[src/yad_pkg.sv]
// ----------------------------------------------------------------------------
// yad_pkg: shared definitions for the anchor decode and score filter
// Field widths, register indexes, reset values and the types that travel
// between the tracker and the scaling stage.
// ----------------------------------------------------------------------------
package yad_pkg;

    // Defaults for the top-level parameters.
    localparam int MAX_CLASSES_DEF = 256;
    localparam int VALUE_WIDTH_DEF = 24;

    // Fixed point format of the stream values.
    localparam int FRAC_BITS = 12;

    // Result field widths.
    localparam int BOX_WIDTH   = 12;
    localparam int CLASS_WIDTH = 8;
    localparam int SCORE_WIDTH = 24;

    // Anchor layout: four box values, then objectness, then the class scores.
    localparam int BOX_FIELDS      = 4;
    localparam int OBJ_POS         = 4;
    localparam int FIRST_CLASS_POS = 5;

    // Configuration port.
    localparam int CFG_INDEX_WIDTH = 4;
    localparam int CFG_DATA_WIDTH  = 13;
    localparam int COUNT_WIDTH     = 9;
    localparam int THRESH_WIDTH    = 13;

    localparam logic [CFG_INDEX_WIDTH-1:0] REG_CLASS_COUNT     = 4'd0;
    localparam logic [CFG_INDEX_WIDTH-1:0] REG_SCORE_THRESHOLD = 4'd1;

    localparam logic [COUNT_WIDTH-1:0]  CLASS_COUNT_RST = 9'd80;
    localparam logic [THRESH_WIDTH-1:0] THRESHOLD_RST   = 13'd1638;

    typedef logic signed [BOX_WIDTH-1:0] t_box_val;

    typedef struct packed {
        t_box_val x;
        t_box_val y;
        t_box_val w;
        t_box_val h;
    } t_box;

    typedef struct packed {
        logic                   kept;
        logic                   frame_end;
        logic [CLASS_WIDTH-1:0] class_index;
    } t_res_ctrl;

endpackage

[src/yad_if.sv]
// ----------------------------------------------------------------------------
// yad_if: channel interfaces of the anchor decode and score filter
// Stream input, result output and configuration write channels, each with
// valid, ready and its payload.
// ----------------------------------------------------------------------------
interface yad_in_if
    import yad_pkg::*;
#(
    parameter int VALUE_WIDTH = VALUE_WIDTH_DEF
) ();
    logic                          valid;
    logic                          ready;
    logic signed [VALUE_WIDTH-1:0] raw_value;
    logic                          frame_last;

    modport source (output valid, raw_value, frame_last, input ready);
    modport sink   (input valid, raw_value, frame_last, output ready);
endinterface

interface yad_out_if
    import yad_pkg::*;
();
    logic                          valid;
    logic                          ready;
    logic                          kept;
    logic signed [BOX_WIDTH-1:0]   box_x;
    logic signed [BOX_WIDTH-1:0]   box_y;
    logic signed [BOX_WIDTH-1:0]   box_w;
    logic signed [BOX_WIDTH-1:0]   box_h;
    logic [CLASS_WIDTH-1:0]        class_index;
    logic signed [SCORE_WIDTH-1:0] score;
    logic                          frame_end;

    modport source (
        output valid, kept, box_x, box_y, box_w, box_h, class_index, score, frame_end,
        input  ready
    );
    modport sink (
        input  valid, kept, box_x, box_y, box_w, box_h, class_index, score, frame_end,
        output ready
    );
endinterface

interface yad_cfg_if
    import yad_pkg::*;
();
    logic                       valid;
    logic                       ready;
    logic [CFG_INDEX_WIDTH-1:0] index;
    logic [CFG_DATA_WIDTH-1:0]  data;

    modport source (output valid, index, data, input ready);
    modport sink   (input valid, index, data, output ready);
endinterface

[src/yad_tracker.sv]
// ----------------------------------------------------------------------------
// yad_tracker: anchor position, value capture and running argmax
// Follows the position inside each anchor, stores the box and objectness
// values, keeps the first maximal class score and decides at the anchor's
// end whether a result is due. Due results wait in a single stage register.
// ----------------------------------------------------------------------------
module yad_tracker
    import yad_pkg::*;
#(
    parameter int MAX_CLASSES = MAX_CLASSES_DEF,
    parameter int VALUE_WIDTH = VALUE_WIDTH_DEF
) (
    input  logic                          i_clk,
    input  logic                          i_rst_n,
    input  logic [COUNT_WIDTH-1:0]        i_class_count,
    input  logic [THRESH_WIDTH-1:0]       i_threshold,
    input  logic                          i_valid,
    output logic                          o_ready,
    input  logic signed [VALUE_WIDTH-1:0] i_raw_value,
    input  logic                          i_frame_last,
    output logic                          o_valid,
    input  logic                          i_ready,
    output t_res_ctrl                     o_ctrl,
    output t_box                          o_box,
    output logic signed [VALUE_WIDTH-1:0] o_obj,
    output logic signed [VALUE_WIDTH-1:0] o_best
);

    localparam int PW = $clog2(MAX_CLASSES + FIRST_CLASS_POS);

    localparam logic [PW-1:0] POS_OBJ = PW'(OBJ_POS);
    localparam logic [PW-1:0] POS_CLS = PW'(FIRST_CLASS_POS);

    localparam logic signed [VALUE_WIDTH:0] BOX_HI = (VALUE_WIDTH+1)'(2**(BOX_WIDTH-1) - 1);
    localparam logic signed [VALUE_WIDTH:0] BOX_LO = -BOX_HI - (VALUE_WIDTH+1)'(1);
    localparam logic [VALUE_WIDTH:0]        RND    = (VALUE_WIDTH+1)'(2**FRAC_BITS - 1);

    // Whole pixels: divide by the fraction scale toward zero, then saturate.
    function automatic t_box_val f_box(input logic signed [VALUE_WIDTH-1:0] v);
        logic signed [VALUE_WIDTH:0] adj;
        logic signed [VALUE_WIDTH:0] q;
        adj = $signed({v[VALUE_WIDTH-1], v} + (v[VALUE_WIDTH-1] ? RND : '0));
        q   = adj >>> FRAC_BITS;
        if (q > BOX_HI) begin
            return BOX_WIDTH'(BOX_HI);
        end else if (q < BOX_LO) begin
            return BOX_WIDTH'(BOX_LO);
        end else begin
            return BOX_WIDTH'(q);
        end
    endfunction

    logic [PW-1:0]                 r_pos;
    logic signed [VALUE_WIDTH-1:0] r_box [BOX_FIELDS];
    logic signed [VALUE_WIDTH-1:0] r_obj;
    logic signed [VALUE_WIDTH-1:0] r_best;
    logic [CLASS_WIDTH-1:0]        r_best_class;

    logic                          r_v1;
    t_res_ctrl                     r_ctrl;
    t_box                          r_box_out;
    logic signed [VALUE_WIDTH-1:0] r_obj_out;
    logic signed [VALUE_WIDTH-1:0] r_best_out;

    logic [PW-1:0]                 w_n_eff;
    logic [PW-1:0]                 w_last_pos;
    logic                          w_acc;
    logic                          w_anchor_end;
    logic                          w_keep;
    logic signed [VALUE_WIDTH-1:0] w_thr;
    logic signed [VALUE_WIDTH-1:0] n_best;
    logic [CLASS_WIDTH-1:0]        n_best_class;
    logic [PW-1:0]                 n_pos;

    // Effective class count and the position of the anchor's last value.
    always_comb begin
        if (i_class_count == '0) begin
            w_n_eff = PW'(1);
        end else if (int'(i_class_count) > MAX_CLASSES) begin
            w_n_eff = PW'(MAX_CLASSES);
        end else begin
            w_n_eff = PW'(i_class_count);
        end
        w_last_pos = w_n_eff + POS_OBJ;
    end

    assign o_ready = !r_v1 || i_ready;
    assign w_acc   = i_valid && o_ready;
    assign w_thr   = $signed(VALUE_WIDTH'(i_threshold));

    // Running argmax; the first maximal score wins ties.
    always_comb begin
        n_best       = r_best;
        n_best_class = r_best_class;
        if (r_pos == POS_CLS) begin
            n_best       = i_raw_value;
            n_best_class = '0;
        end else if (r_pos > POS_CLS && i_raw_value > r_best) begin
            n_best       = i_raw_value;
            n_best_class = CLASS_WIDTH'(r_pos - POS_CLS);
        end
    end

    assign w_anchor_end = r_pos >= w_last_pos;
    assign w_keep       = w_anchor_end && (n_best >= w_thr);
    assign n_pos        = (w_anchor_end || i_frame_last) ? '0 : r_pos + PW'(1);

    // Anchor state.
    always_ff @(posedge i_clk) begin
        if (!i_rst_n) begin
            r_pos        <= '0;
            r_best_class <= '0;
        end else if (w_acc) begin
            r_pos        <= n_pos;
            r_best_class <= n_best_class;
        end
    end

    always_ff @(posedge i_clk) begin
        if (w_acc) begin
            if (r_pos < POS_OBJ) begin
                r_box[r_pos[1:0]] <= i_raw_value;
            end
            if (r_pos == POS_OBJ) begin
                r_obj <= i_raw_value;
            end
            r_best <= n_best;
        end
    end

    // Result stage register.
    always_ff @(posedge i_clk) begin
        if (!i_rst_n) begin
            r_v1 <= 1'b0;
        end else if (o_ready) begin
            r_v1 <= w_acc && (w_keep || i_frame_last);
        end
    end

    always_ff @(posedge i_clk) begin
        if (w_acc) begin
            r_ctrl.kept        <= w_keep;
            r_ctrl.frame_end   <= i_frame_last;
            r_ctrl.class_index <= w_keep ? n_best_class : '0;
            r_box_out.x        <= f_box(r_box[0]);
            r_box_out.y        <= f_box(r_box[1]);
            r_box_out.w        <= f_box(r_box[2]);
            r_box_out.h        <= f_box(r_box[3]);
            r_obj_out          <= r_obj;
            r_best_out         <= n_best;
        end
    end

    assign o_valid = r_v1;
    assign o_ctrl  = r_ctrl;
    assign o_box   = r_box_out;
    assign o_obj   = r_obj_out;
    assign o_best  = r_best_out;

endmodule

[src/yad_scale.sv]
// ----------------------------------------------------------------------------
// yad_scale: score product and output register
// Multiplies objectness by the best class score in one stage, then reduces
// the product to Q12.12 with truncation toward zero and saturation in the
// output register. Box, class and score read as zero when no box is kept.
// ----------------------------------------------------------------------------
module yad_scale
    import yad_pkg::*;
#(
    parameter int VALUE_WIDTH = VALUE_WIDTH_DEF
) (
    input  logic                          i_clk,
    input  logic                          i_rst_n,
    input  logic                          i_valid,
    output logic                          o_ready,
    input  t_res_ctrl                     i_ctrl,
    input  t_box                          i_box,
    input  logic signed [VALUE_WIDTH-1:0] i_obj,
    input  logic signed [VALUE_WIDTH-1:0] i_best,
    yad_out_if.source                     o_out
);

    localparam int PRW = 2 * VALUE_WIDTH;

    localparam logic signed [PRW-1:0] SC_HI = PRW'(2**(SCORE_WIDTH-1) - 1);
    localparam logic signed [PRW-1:0] SC_LO = -SC_HI - PRW'(1);
    localparam logic [PRW-1:0]        RND   = PRW'(2**FRAC_BITS - 1);

    logic                  r_v2;
    t_res_ctrl             r_ctrl2;
    t_box                  r_box2;
    logic signed [PRW-1:0] r_prod;

    logic                          r_v3;
    logic                          r_kept;
    t_box_val                      r_bx;
    t_box_val                      r_by;
    t_box_val                      r_bw;
    t_box_val                      r_bh;
    logic [CLASS_WIDTH-1:0]        r_cls;
    logic signed [SCORE_WIDTH-1:0] r_score;
    logic                          r_fend;

    logic                          w_adv3;
    logic signed [PRW-1:0]         w_adj;
    logic signed [PRW-1:0]         w_q;
    logic signed [SCORE_WIDTH-1:0] w_score;

    assign w_adv3  = !r_v3 || o_out.ready;
    assign o_ready = !r_v2 || w_adv3;

    // Product stage.
    always_ff @(posedge i_clk) begin
        if (!i_rst_n) begin
            r_v2 <= 1'b0;
        end else if (o_ready) begin
            r_v2 <= i_valid;
        end
    end

    always_ff @(posedge i_clk) begin
        if (o_ready && i_valid) begin
            r_ctrl2 <= i_ctrl;
            r_box2  <= i_box;
            r_prod  <= i_obj * i_best;
        end
    end

    // Reduce the product to Q12.12, toward zero, with saturation.
    always_comb begin
        w_adj = $signed(r_prod + (r_prod[PRW-1] ? RND : '0));
        w_q   = w_adj >>> FRAC_BITS;
        if (w_q > SC_HI) begin
            w_score = SCORE_WIDTH'(SC_HI);
        end else if (w_q < SC_LO) begin
            w_score = SCORE_WIDTH'(SC_LO);
        end else begin
            w_score = SCORE_WIDTH'(w_q);
        end
    end

    // Output register.
    always_ff @(posedge i_clk) begin
        if (!i_rst_n) begin
            r_v3 <= 1'b0;
        end else if (w_adv3) begin
            r_v3 <= r_v2;
        end
    end

    always_ff @(posedge i_clk) begin
        if (w_adv3 && r_v2) begin
            r_kept  <= r_ctrl2.kept;
            r_fend  <= r_ctrl2.frame_end;
            r_cls   <= r_ctrl2.class_index;
            r_bx    <= r_ctrl2.kept ? r_box2.x : '0;
            r_by    <= r_ctrl2.kept ? r_box2.y : '0;
            r_bw    <= r_ctrl2.kept ? r_box2.w : '0;
            r_bh    <= r_ctrl2.kept ? r_box2.h : '0;
            r_score <= r_ctrl2.kept ? w_score : '0;
        end
    end

    assign o_out.valid       = r_v3;
    assign o_out.kept        = r_kept;
    assign o_out.box_x       = r_bx;
    assign o_out.box_y       = r_by;
    assign o_out.box_w       = r_bw;
    assign o_out.box_h       = r_bh;
    assign o_out.class_index = r_cls;
    assign o_out.score       = r_score;
    assign o_out.frame_end   = r_fend;

endmodule

[src/yolov5_anchor_decode_filter.sv]
// ----------------------------------------------------------------------------
// yolov5_anchor_decode_filter: detector output decode and score filter
// Turns the detector's value stream into thresholded boxes with their class
// and score, plus one marker result at each frame end.
// ----------------------------------------------------------------------------
// Usage.
// i_in carries one signed Q12.12 value per beat with frame_last on the last
// value of a frame. Each anchor is x, y, w, h, objectness and then
// class_count class scores. o_out carries at most one result per input beat:
// a kept box when the anchor's best class score reaches score_threshold, and
// always a result with frame_end set for the frame's last beat (kept is then
// zero unless that beat also closed a passing anchor).
// i_cfg writes class_count (index 0) and score_threshold (index 1); it is
// always ready, and writes belong to idle periods between frames.
// Throughput is one input beat per cycle while o_out keeps taking results. A
// result reaches o_out through the tracker's result register, the multiplier
// stage and the output register.
// When o_out stalls, results collect in these three registers; once all three
// hold one, i_in stops taking beats until o_out moves again.
// Reset is synchronous and active low; it clears the anchor position and the
// pipeline, and loads class_count with 80 and score_threshold with 1638.
// ----------------------------------------------------------------------------
module yolov5_anchor_decode_filter
    import yad_pkg::*;
#(
    parameter int MAX_CLASSES = MAX_CLASSES_DEF,
    parameter int VALUE_WIDTH = VALUE_WIDTH_DEF
) (
    input  logic      i_clk,
    input  logic      i_rst_n,
    yad_cfg_if.sink   i_cfg,
    yad_in_if.sink    i_in,
    yad_out_if.source o_out
);

    logic [COUNT_WIDTH-1:0]  r_class_count;
    logic [THRESH_WIDTH-1:0] r_score_threshold;

    logic                          w_t_valid;
    logic                          w_s_ready;
    t_res_ctrl                     w_ctrl;
    t_box                          w_box;
    logic signed [VALUE_WIDTH-1:0] w_obj;
    logic signed [VALUE_WIDTH-1:0] w_best;

    // Configuration registers.
    assign i_cfg.ready = 1'b1;

    always_ff @(posedge i_clk) begin
        if (!i_rst_n) begin
            r_class_count     <= CLASS_COUNT_RST;
            r_score_threshold <= THRESHOLD_RST;
        end else if (i_cfg.valid) begin
            if (i_cfg.index == REG_CLASS_COUNT) begin
                r_class_count <= i_cfg.data[COUNT_WIDTH-1:0];
            end
            if (i_cfg.index == REG_SCORE_THRESHOLD) begin
                r_score_threshold <= i_cfg.data[THRESH_WIDTH-1:0];
            end
        end
    end

    // Anchor tracking and decision.
    yad_tracker #(
        .MAX_CLASSES (MAX_CLASSES),
        .VALUE_WIDTH (VALUE_WIDTH)
    ) u_tracker (
        .i_clk         (i_clk),
        .i_rst_n       (i_rst_n),
        .i_class_count (r_class_count),
        .i_threshold   (r_score_threshold),
        .i_valid       (i_in.valid),
        .o_ready       (i_in.ready),
        .i_raw_value   (i_in.raw_value),
        .i_frame_last  (i_in.frame_last),
        .o_valid       (w_t_valid),
        .i_ready       (w_s_ready),
        .o_ctrl        (w_ctrl),
        .o_box         (w_box),
        .o_obj         (w_obj),
        .o_best        (w_best)
    );

    // Score product and output register.
    yad_scale #(
        .VALUE_WIDTH (VALUE_WIDTH)
    ) u_scale (
        .i_clk   (i_clk),
        .i_rst_n (i_rst_n),
        .i_valid (w_t_valid),
        .o_ready (w_s_ready),
        .i_ctrl  (w_ctrl),
        .i_box   (w_box),
        .i_obj   (w_obj),
        .i_best  (w_best),
        .o_out   (o_out)
    );

endmodule
[src/flat_wrapper.sv]
// flat-port wrapper written by rule: the top's interface ports become plain ports
module yolov5_anchor_decode_filter_flat import yad_pkg::*;
#(
    parameter int MAX_CLASSES = MAX_CLASSES_DEF,
    parameter int VALUE_WIDTH = VALUE_WIDTH_DEF
)
  (i_clk, i_rst_n, i_cfg_valid, i_cfg_index, i_cfg_data, i_cfg_ready, i_in_valid, i_in_raw_value, i_in_frame_last, i_in_ready, o_out_valid, o_out_kept, o_out_box_x, o_out_box_y, o_out_box_w, o_out_box_h, o_out_class_index, o_out_score, o_out_frame_end, o_out_ready);
  yad_cfg_if i_cfg_i ();
  yad_in_if #(.VALUE_WIDTH(VALUE_WIDTH)) i_in_i ();
  yad_out_if o_out_i ();
  input  logic i_clk;
  input  logic i_rst_n;
  input wire logic [$bits(i_cfg_i.valid)-1:0] i_cfg_valid;
  input wire logic [$bits(i_cfg_i.index)-1:0] i_cfg_index;
  input wire logic [$bits(i_cfg_i.data)-1:0] i_cfg_data;
  output wire logic [$bits(i_cfg_i.ready)-1:0] i_cfg_ready;
  input wire logic [$bits(i_in_i.valid)-1:0] i_in_valid;
  input wire logic [$bits(i_in_i.raw_value)-1:0] i_in_raw_value;
  input wire logic [$bits(i_in_i.frame_last)-1:0] i_in_frame_last;
  output wire logic [$bits(i_in_i.ready)-1:0] i_in_ready;
  output wire logic [$bits(o_out_i.valid)-1:0] o_out_valid;
  output wire logic [$bits(o_out_i.kept)-1:0] o_out_kept;
  output wire logic [$bits(o_out_i.box_x)-1:0] o_out_box_x;
  output wire logic [$bits(o_out_i.box_y)-1:0] o_out_box_y;
  output wire logic [$bits(o_out_i.box_w)-1:0] o_out_box_w;
  output wire logic [$bits(o_out_i.box_h)-1:0] o_out_box_h;
  output wire logic [$bits(o_out_i.class_index)-1:0] o_out_class_index;
  output wire logic [$bits(o_out_i.score)-1:0] o_out_score;
  output wire logic [$bits(o_out_i.frame_end)-1:0] o_out_frame_end;
  input wire logic [$bits(o_out_i.ready)-1:0] o_out_ready;
  assign i_cfg_i.valid = i_cfg_valid;
  assign i_cfg_i.index = i_cfg_index;
  assign i_cfg_i.data = i_cfg_data;
  assign i_cfg_ready = i_cfg_i.ready;
  assign i_in_i.valid = i_in_valid;
  assign i_in_i.raw_value = i_in_raw_value;
  assign i_in_i.frame_last = i_in_frame_last;
  assign i_in_ready = i_in_i.ready;
  assign o_out_valid = o_out_i.valid;
  assign o_out_kept = o_out_i.kept;
  assign o_out_box_x = o_out_i.box_x;
  assign o_out_box_y = o_out_i.box_y;
  assign o_out_box_w = o_out_i.box_w;
  assign o_out_box_h = o_out_i.box_h;
  assign o_out_class_index = o_out_i.class_index;
  assign o_out_score = o_out_i.score;
  assign o_out_frame_end = o_out_i.frame_end;
  assign o_out_i.ready = o_out_ready;
  yolov5_anchor_decode_filter #(.MAX_CLASSES(MAX_CLASSES), .VALUE_WIDTH(VALUE_WIDTH)) u_core (.i_clk(i_clk), .i_rst_n(i_rst_n), .i_cfg(i_cfg_i), .i_in(i_in_i), .o_out(o_out_i));
endmodule
[config.mk]
export PLATFORM = sky130hd
export DESIGN_NAME = yolov5_anchor_decode_filter_flat
export DESIGN_NICKNAME = d
export VERILOG_FILES = /design/src/yad_pkg.sv /design/src/yad_if.sv /design/src/yad_tracker.sv /design/src/yad_scale.sv /design/src/yolov5_anchor_decode_filter.sv /design/src/flat_wrapper.sv
export SDC_FILE = /design/constraint.sdc
export NUM_CORES = 2
export LEC_CHECK = 0
export BUFFER_PORTS_ARGS = -buffer_cell sky130_fd_sc_hd__buf_2
export CAP_MARGIN = 20
export CORE_MARGIN = 2
export CORE_UTILIZATION = 40
export CTS_BUF_LIST = sky130_fd_sc_hd__clkbuf_8
export DETAILED_ROUTE_END_ITERATION = 8
export PLACE_DENSITY_LB_ADDON = 0.05
export SKIP_CTS_REPAIR_TIMING = 1
export SLEW_MARGIN = 25
export SYNTH_ARGS = -nofsm -noshare
export SYNTH_HDL_FRONTEND = slang
export SYNTH_HIERARCHICAL = 1
export SYNTH_SLANG_ARGS = --single-unit
[constraint.sdc]
create_clock -name i_clk -period 7.23 [get_ports i_clk]
set_clock_uncertainty 0.05 [all_clocks]
set_input_delay 0.723 -clock i_clk [delete_from_list [all_inputs] [get_ports i_clk]]
set_output_delay 0.723 -clock i_clk [all_outputs]
set_load 0.03 [all_outputs]
==> impl_table.tex <==
\begin{tabular}{lr}
\hline
Metric & Value \\
\hline
\multicolumn{2}{l}{\textbf{Clocking}} \\
\quad TritonCTS clock tree & built \\
\quad Later-pin clock latency in the skew report & around 0.75 ns \\
\quad CTS H-Tree Depth & 3 \\
\quad Clock slew at reported path FFs & 0.06 ns \\
\quad Root buffer cell & sky130\_fd\_sc\_hd\_\_clkbuf\_8 \\
\quad Maximum number of buffers from clock root to sink & 3 \\
\quad CTS Sinks & 456 \\
\quad Inserted Clock Buffers & 83 \\
\multicolumn{2}{l}{\textbf{Setup path}} \\
\quad CP Class & flop to flop \\
\quad FF-to-FF Start & u\_core/u\_tracker/o\_best[0] \\
\quad Largest fanout on the critical path & 11 \\
\quad First element of the critical path & u\_core/u\_tracker/o\_best[0] \\
\quad RR Endpoint & u\_core/u\_scale/r\_prod[46] \\
\quad Last element of the critical path & u\_core/u\_scale/r\_prod[46] \\
\quad Crit path required time & 7.68 ns \\
\quad Setup slack of the most critical reg-to-reg path & 0.14 ns \\
\quad Count of cells along the worst register-to-register path & 25 \\
\quad Arrival @ worst endpoint & 7.54 ns \\
\quad Sort of element at the start of the critical path & flop \\
\quad Critical Path End Type & flop \\
\multicolumn{2}{l}{\textbf{Route}} \\
\quad Vias per cell & 4.84 \\
\quad Detailed-route DRC error count & 0 \\
\quad Remaining antenna violation count & 0 \\
\quad Vias post-DR & 26.1k \\
\quad Detailed-route wire length & approximately 100 mm \\
\quad DRT iter0 DRCs & 1,390 \\
\quad Detailed-route wire length per cell & 19.1 um \\
\quad TritonRoute pass-1 iters & 8 \\
\multicolumn{2}{l}{\textbf{Logic synthesis}} \\
\quad Fraction of registers with async set/reset & 0\% \\
\quad Post-Syn Instances & 3,678 \\
\quad Most used standard cells in the synthesized netlist & 706 x sky130\_fd\_sc\_hd\_\_inv\_1, 607 x sky130\_fd\_sc\_hd\_\_fa\_1, 440 x sky130\_fd\_sc\_hd\_\_nand2\_1 \\
\quad Post-Syn Nets & $\sim$4.6k \\
\quad Top cell type by total area after synthesis & sky130\_fd\_sc\_hd\_\_edfxtp\_1 \\
\quad Main flop type after synthesis & sky130\_fd\_sc\_hd\_\_edfxtp\_1 \\
\quad Most frequent cell after synthesis & sky130\_fd\_sc\_hd\_\_inv\_1 \\
\quad Yosys top cell area share & 30.6\% \\
\quad Synthesis warning total & 6 \\
\quad Average instance area after synthesis & 11.1 um2 \\
\quad Number of flops mapped to enable cells by yosys & 414 \\
\quad Top area cells in the synthesized netlist & sky130\_fd\_sc\_hd\_\_edfxtp\_1 31\%, sky130\_fd\_sc\_hd\_\_fa\_1 30\%, sky130\_fd\_sc\_hd\_\_ha\_1 7.4\% \\
\quad Mapped Area & roughly 40,000 um2 \\
\quad Flip-flop and latch count after synthesis & 456 \\
\quad Count of distinct cell types in the synthesized netlist & 94 \\
\quad Sequential share of the synthesized area & 32.7\% \\
\multicolumn{2}{l}{\textbf{STA}} \\
\quad Max-slew violation count & 0 \\
\quad Setup-violating endpoint count in the final report & 0 \\
\quad Highest clock rate & roughly 0.14 GHz \\
\quad Transition time of the tightest slew-check pin & 1.02 ns \\
\quad Final critical-path share of the clock period & 98.0\% \\
\quad Worst rel slew slack & 32.1\% \\
\quad Final Critical Period & 7.09 ns \\
\quad RSZ-0062 raised after global routing & true \\
\quad Count of final hold-check violations & 0 \\
\multicolumn{2}{l}{\textbf{Cells and area}} \\
\quad Fraction of layout cells with a size suffix above 1 & 13.7\% \\
\quad Count of placed standard cells in the final layout, fillers left out & 5,395 \\
\quad Fill cell instance count of the final layout & 9,545 \\
\quad Area delta synth->final & 13.8\% \\
\quad Total Nets Final & 4,863 \\
\multicolumn{2}{l}{\textbf{Global routing}} \\
\quad Via count of the first global-routing pass & 27.6k \\
\quad Global-route wire length before repair & 162 mm \\
\quad Pin count of the biggest net entering global routing & 68 \\
\quad Antenna violations before repair & 4 \\
\quad Overall routing resource usage & 20.5\% \\
\quad Overflow left after global routing & 0 \\
\multicolumn{2}{l}{\textbf{Floorplan}} \\
\quad Effective utilization at floorplan & between 40\% and 50\% \\
\quad Core Footprint & $\sim$100,000 um2 \\
\quad Rows & 116 \\
\quad Die area & 104,000 um2 \\
\quad Die span in y & 323 um \\
\quad Die width & 323 um \\
\quad Number of primary I/O pins & 132 \\
\multicolumn{2}{l}{\textbf{Place}} \\
\quad Placed wire-length estimate & 81.5 mm \\
\quad Number of port buffers & 130 \\
\quad Global placer's final weighted congestion & a little over 0.8 \\
\quad Cell count after placement & 5,216 \\
\multicolumn{2}{l}{\textbf{Job}} \\
\quad Max-capacitance violation count & 0 \\
\multicolumn{2}{l}{\textbf{Outcome}} \\
\quad Outcome & finished clean \\
\multicolumn{2}{l}{\textbf{Worst hold path}} \\
\quad Worst hold path type & input port to flop \\
\hline
\end{tabular}
## critical path, cell delays in order (launching register included)
cell                        delay, ns
sky130_fd_sc_hd__edfxtp_1        0.49
sky130_fd_sc_hd__buf_4           0.19
sky130_fd_sc_hd__buf_4           0.17
sky130_fd_sc_hd__and2_1          0.16
sky130_fd_sc_hd__fa_1            0.49
sky130_fd_sc_hd__inv_1           0.05
sky130_fd_sc_hd__fa_1            0.47
sky130_fd_sc_hd__fa_1            0.56
sky130_fd_sc_hd__fa_1            0.54
sky130_fd_sc_hd__inv_1           0.06
sky130_fd_sc_hd__fa_1            0.46
sky130_fd_sc_hd__fa_1            0.54
sky130_fd_sc_hd__inv_1           0.05
sky130_fd_sc_hd__fa_1            0.52
sky130_fd_sc_hd__inv_1           0.06
sky130_fd_sc_hd__ha_4            0.25
sky130_fd_sc_hd__buf_4           0.15
sky130_fd_sc_hd__nand2_1         0.07
sky130_fd_sc_hd__nor2_2          0.05
sky130_fd_sc_hd__buf_4           0.13
sky130_fd_sc_hd__a21oi_1         0.41
sky130_fd_sc_hd__nor3_1          0.17
sky130_fd_sc_hd__o21a_1          0.25
sky130_fd_sc_hd__a211oi_2        0.26
sky130_fd_sc_hd__o2bb2ai_1       0.16
sky130_fd_sc_hd__xnor2_1         0.07
## stage by stage
step           worst slack, ns  cell area [um2]  setup TNS [ns]  hold WS [ns]  util, %
2_1_floorplan           0.0420            40700               0         0.350        -
5_1_grt                -0.0489            46200          -0.156         0.162     46.0
6_report                 0.144            46200               0         0.202     46.0
3_5_place_dp           -0.0896            44100          -0.314         0.355     43.9
3_3_place_gp           -0.0647            44100          -0.118         0.350     43.9
4_1_cts                -0.0614            45700          -0.186         0.130     45.5
## per-layer routing
layer  up-vias  track usage [%]  wire [um]
met4         2             3.99       1820
met1     13200             29.6      49700
met5         -                0         13
met3       121             2.94       4300
met2       451             32.9      47300
li1      12300                -          -
## cell usage in the layout, fill, tap and decap left out, drive strengths merged, types with 6 or more instances in the layout
cell type	Yosys	routed
and4	9	9
o211ai	13	13
nand3	49	49
diode	0	6
a21boi	7	7
a21oi	70	70
and3	28	28
inv	706	740
nor3	18	18
o21a	28	28
o21bai	8	8
edfxtp	414	414
fa	607	607
nand2	440	440
a31oi	14	14
nor2b	19	19
mux2i	18	18
and2	336	336
mux2	8	8
nand2b	20	20
o21ai	99	99
clkbuf	111	85
a31o	7	7
nand4	28	28
xor2	50	50
or4	6	6
a211oi	17	17
nor2	71	71
clkinv	2	26
dfxtp	42	42
o32ai	7	7
buf	17	334
a21o	35	35
xnor2	64	64
ha	240	240
nor4	12	12
## final cells by class
type	instances	area [um2]	share of cell area (%)
diodes	6	15.0	0.0325
clock buffers	85	1170	2.53
clock inverters	63	448	0.969
inverters	708	2660	5.76
multi-input cells	2386	24500	52.9
flip-flops and latches	456	13300	28.7
well taps	1357	1700	3.67
repair buffers	334	2500	5.41
## cell families after synthesis
family / share of synthesized area [%]
and+or+nand+nor: 13.2
adders and majority gates: 37.3
AOI/OAI and AO/OA: 5.90
xor gates and xnor gates: 2.46
buffers and inverters: 7.87
other: 0.00923
DFF: 32.7
muxes: 0.665
## worst min path at each step
| stage | startpoint | to | slack, ns | depth (start not counted) |
|---|---|---|---|---|
| after floorplan | u_core/u_scale/r_ctrl2[0] | u_core/u_scale/o_out.class_index[0] | 0.35 | 0 |
| after global placement | u_core/u_tracker/o_box[41] | u_core/u_scale/r_box2[41] | 0.35 | 0 |
| after detailed placement | u_core/u_scale/r_ctrl2[3] | u_core/u_scale/o_out.class_index[3] | 0.35 | 0 |
| after CTS | i_in_frame_last | u_core/u_tracker/o_ctrl[8] | 0.13 | 1 |
| after global routing | i_in_frame_last | u_core/u_tracker/o_ctrl[8] | 0.16 | 1 |
| final | i_in_frame_last | u_core/u_tracker/o_ctrl[8] | 0.20 | 1 |
## registers in the layout, indices dropped and copies added (netlist names), 13 cells and up
register and cells:
u_core/u_tracker/o_best 24, u_core/u_scale/r_box2 48, u_core/u_tracker/r_box 96, u_core/r_score_threshold 13, u_core/u_tracker/o_box 48, u_core/u_tracker/r_obj 24, u_core/u_scale/r_prod 48, u_core/u_tracker/o_obj 24
u_core/u_scale/o_out.score 24
Power is left out: the tool's default activity adds up to more than one toggle a clock period on the data nets, which glitch-free logic cannot reach.
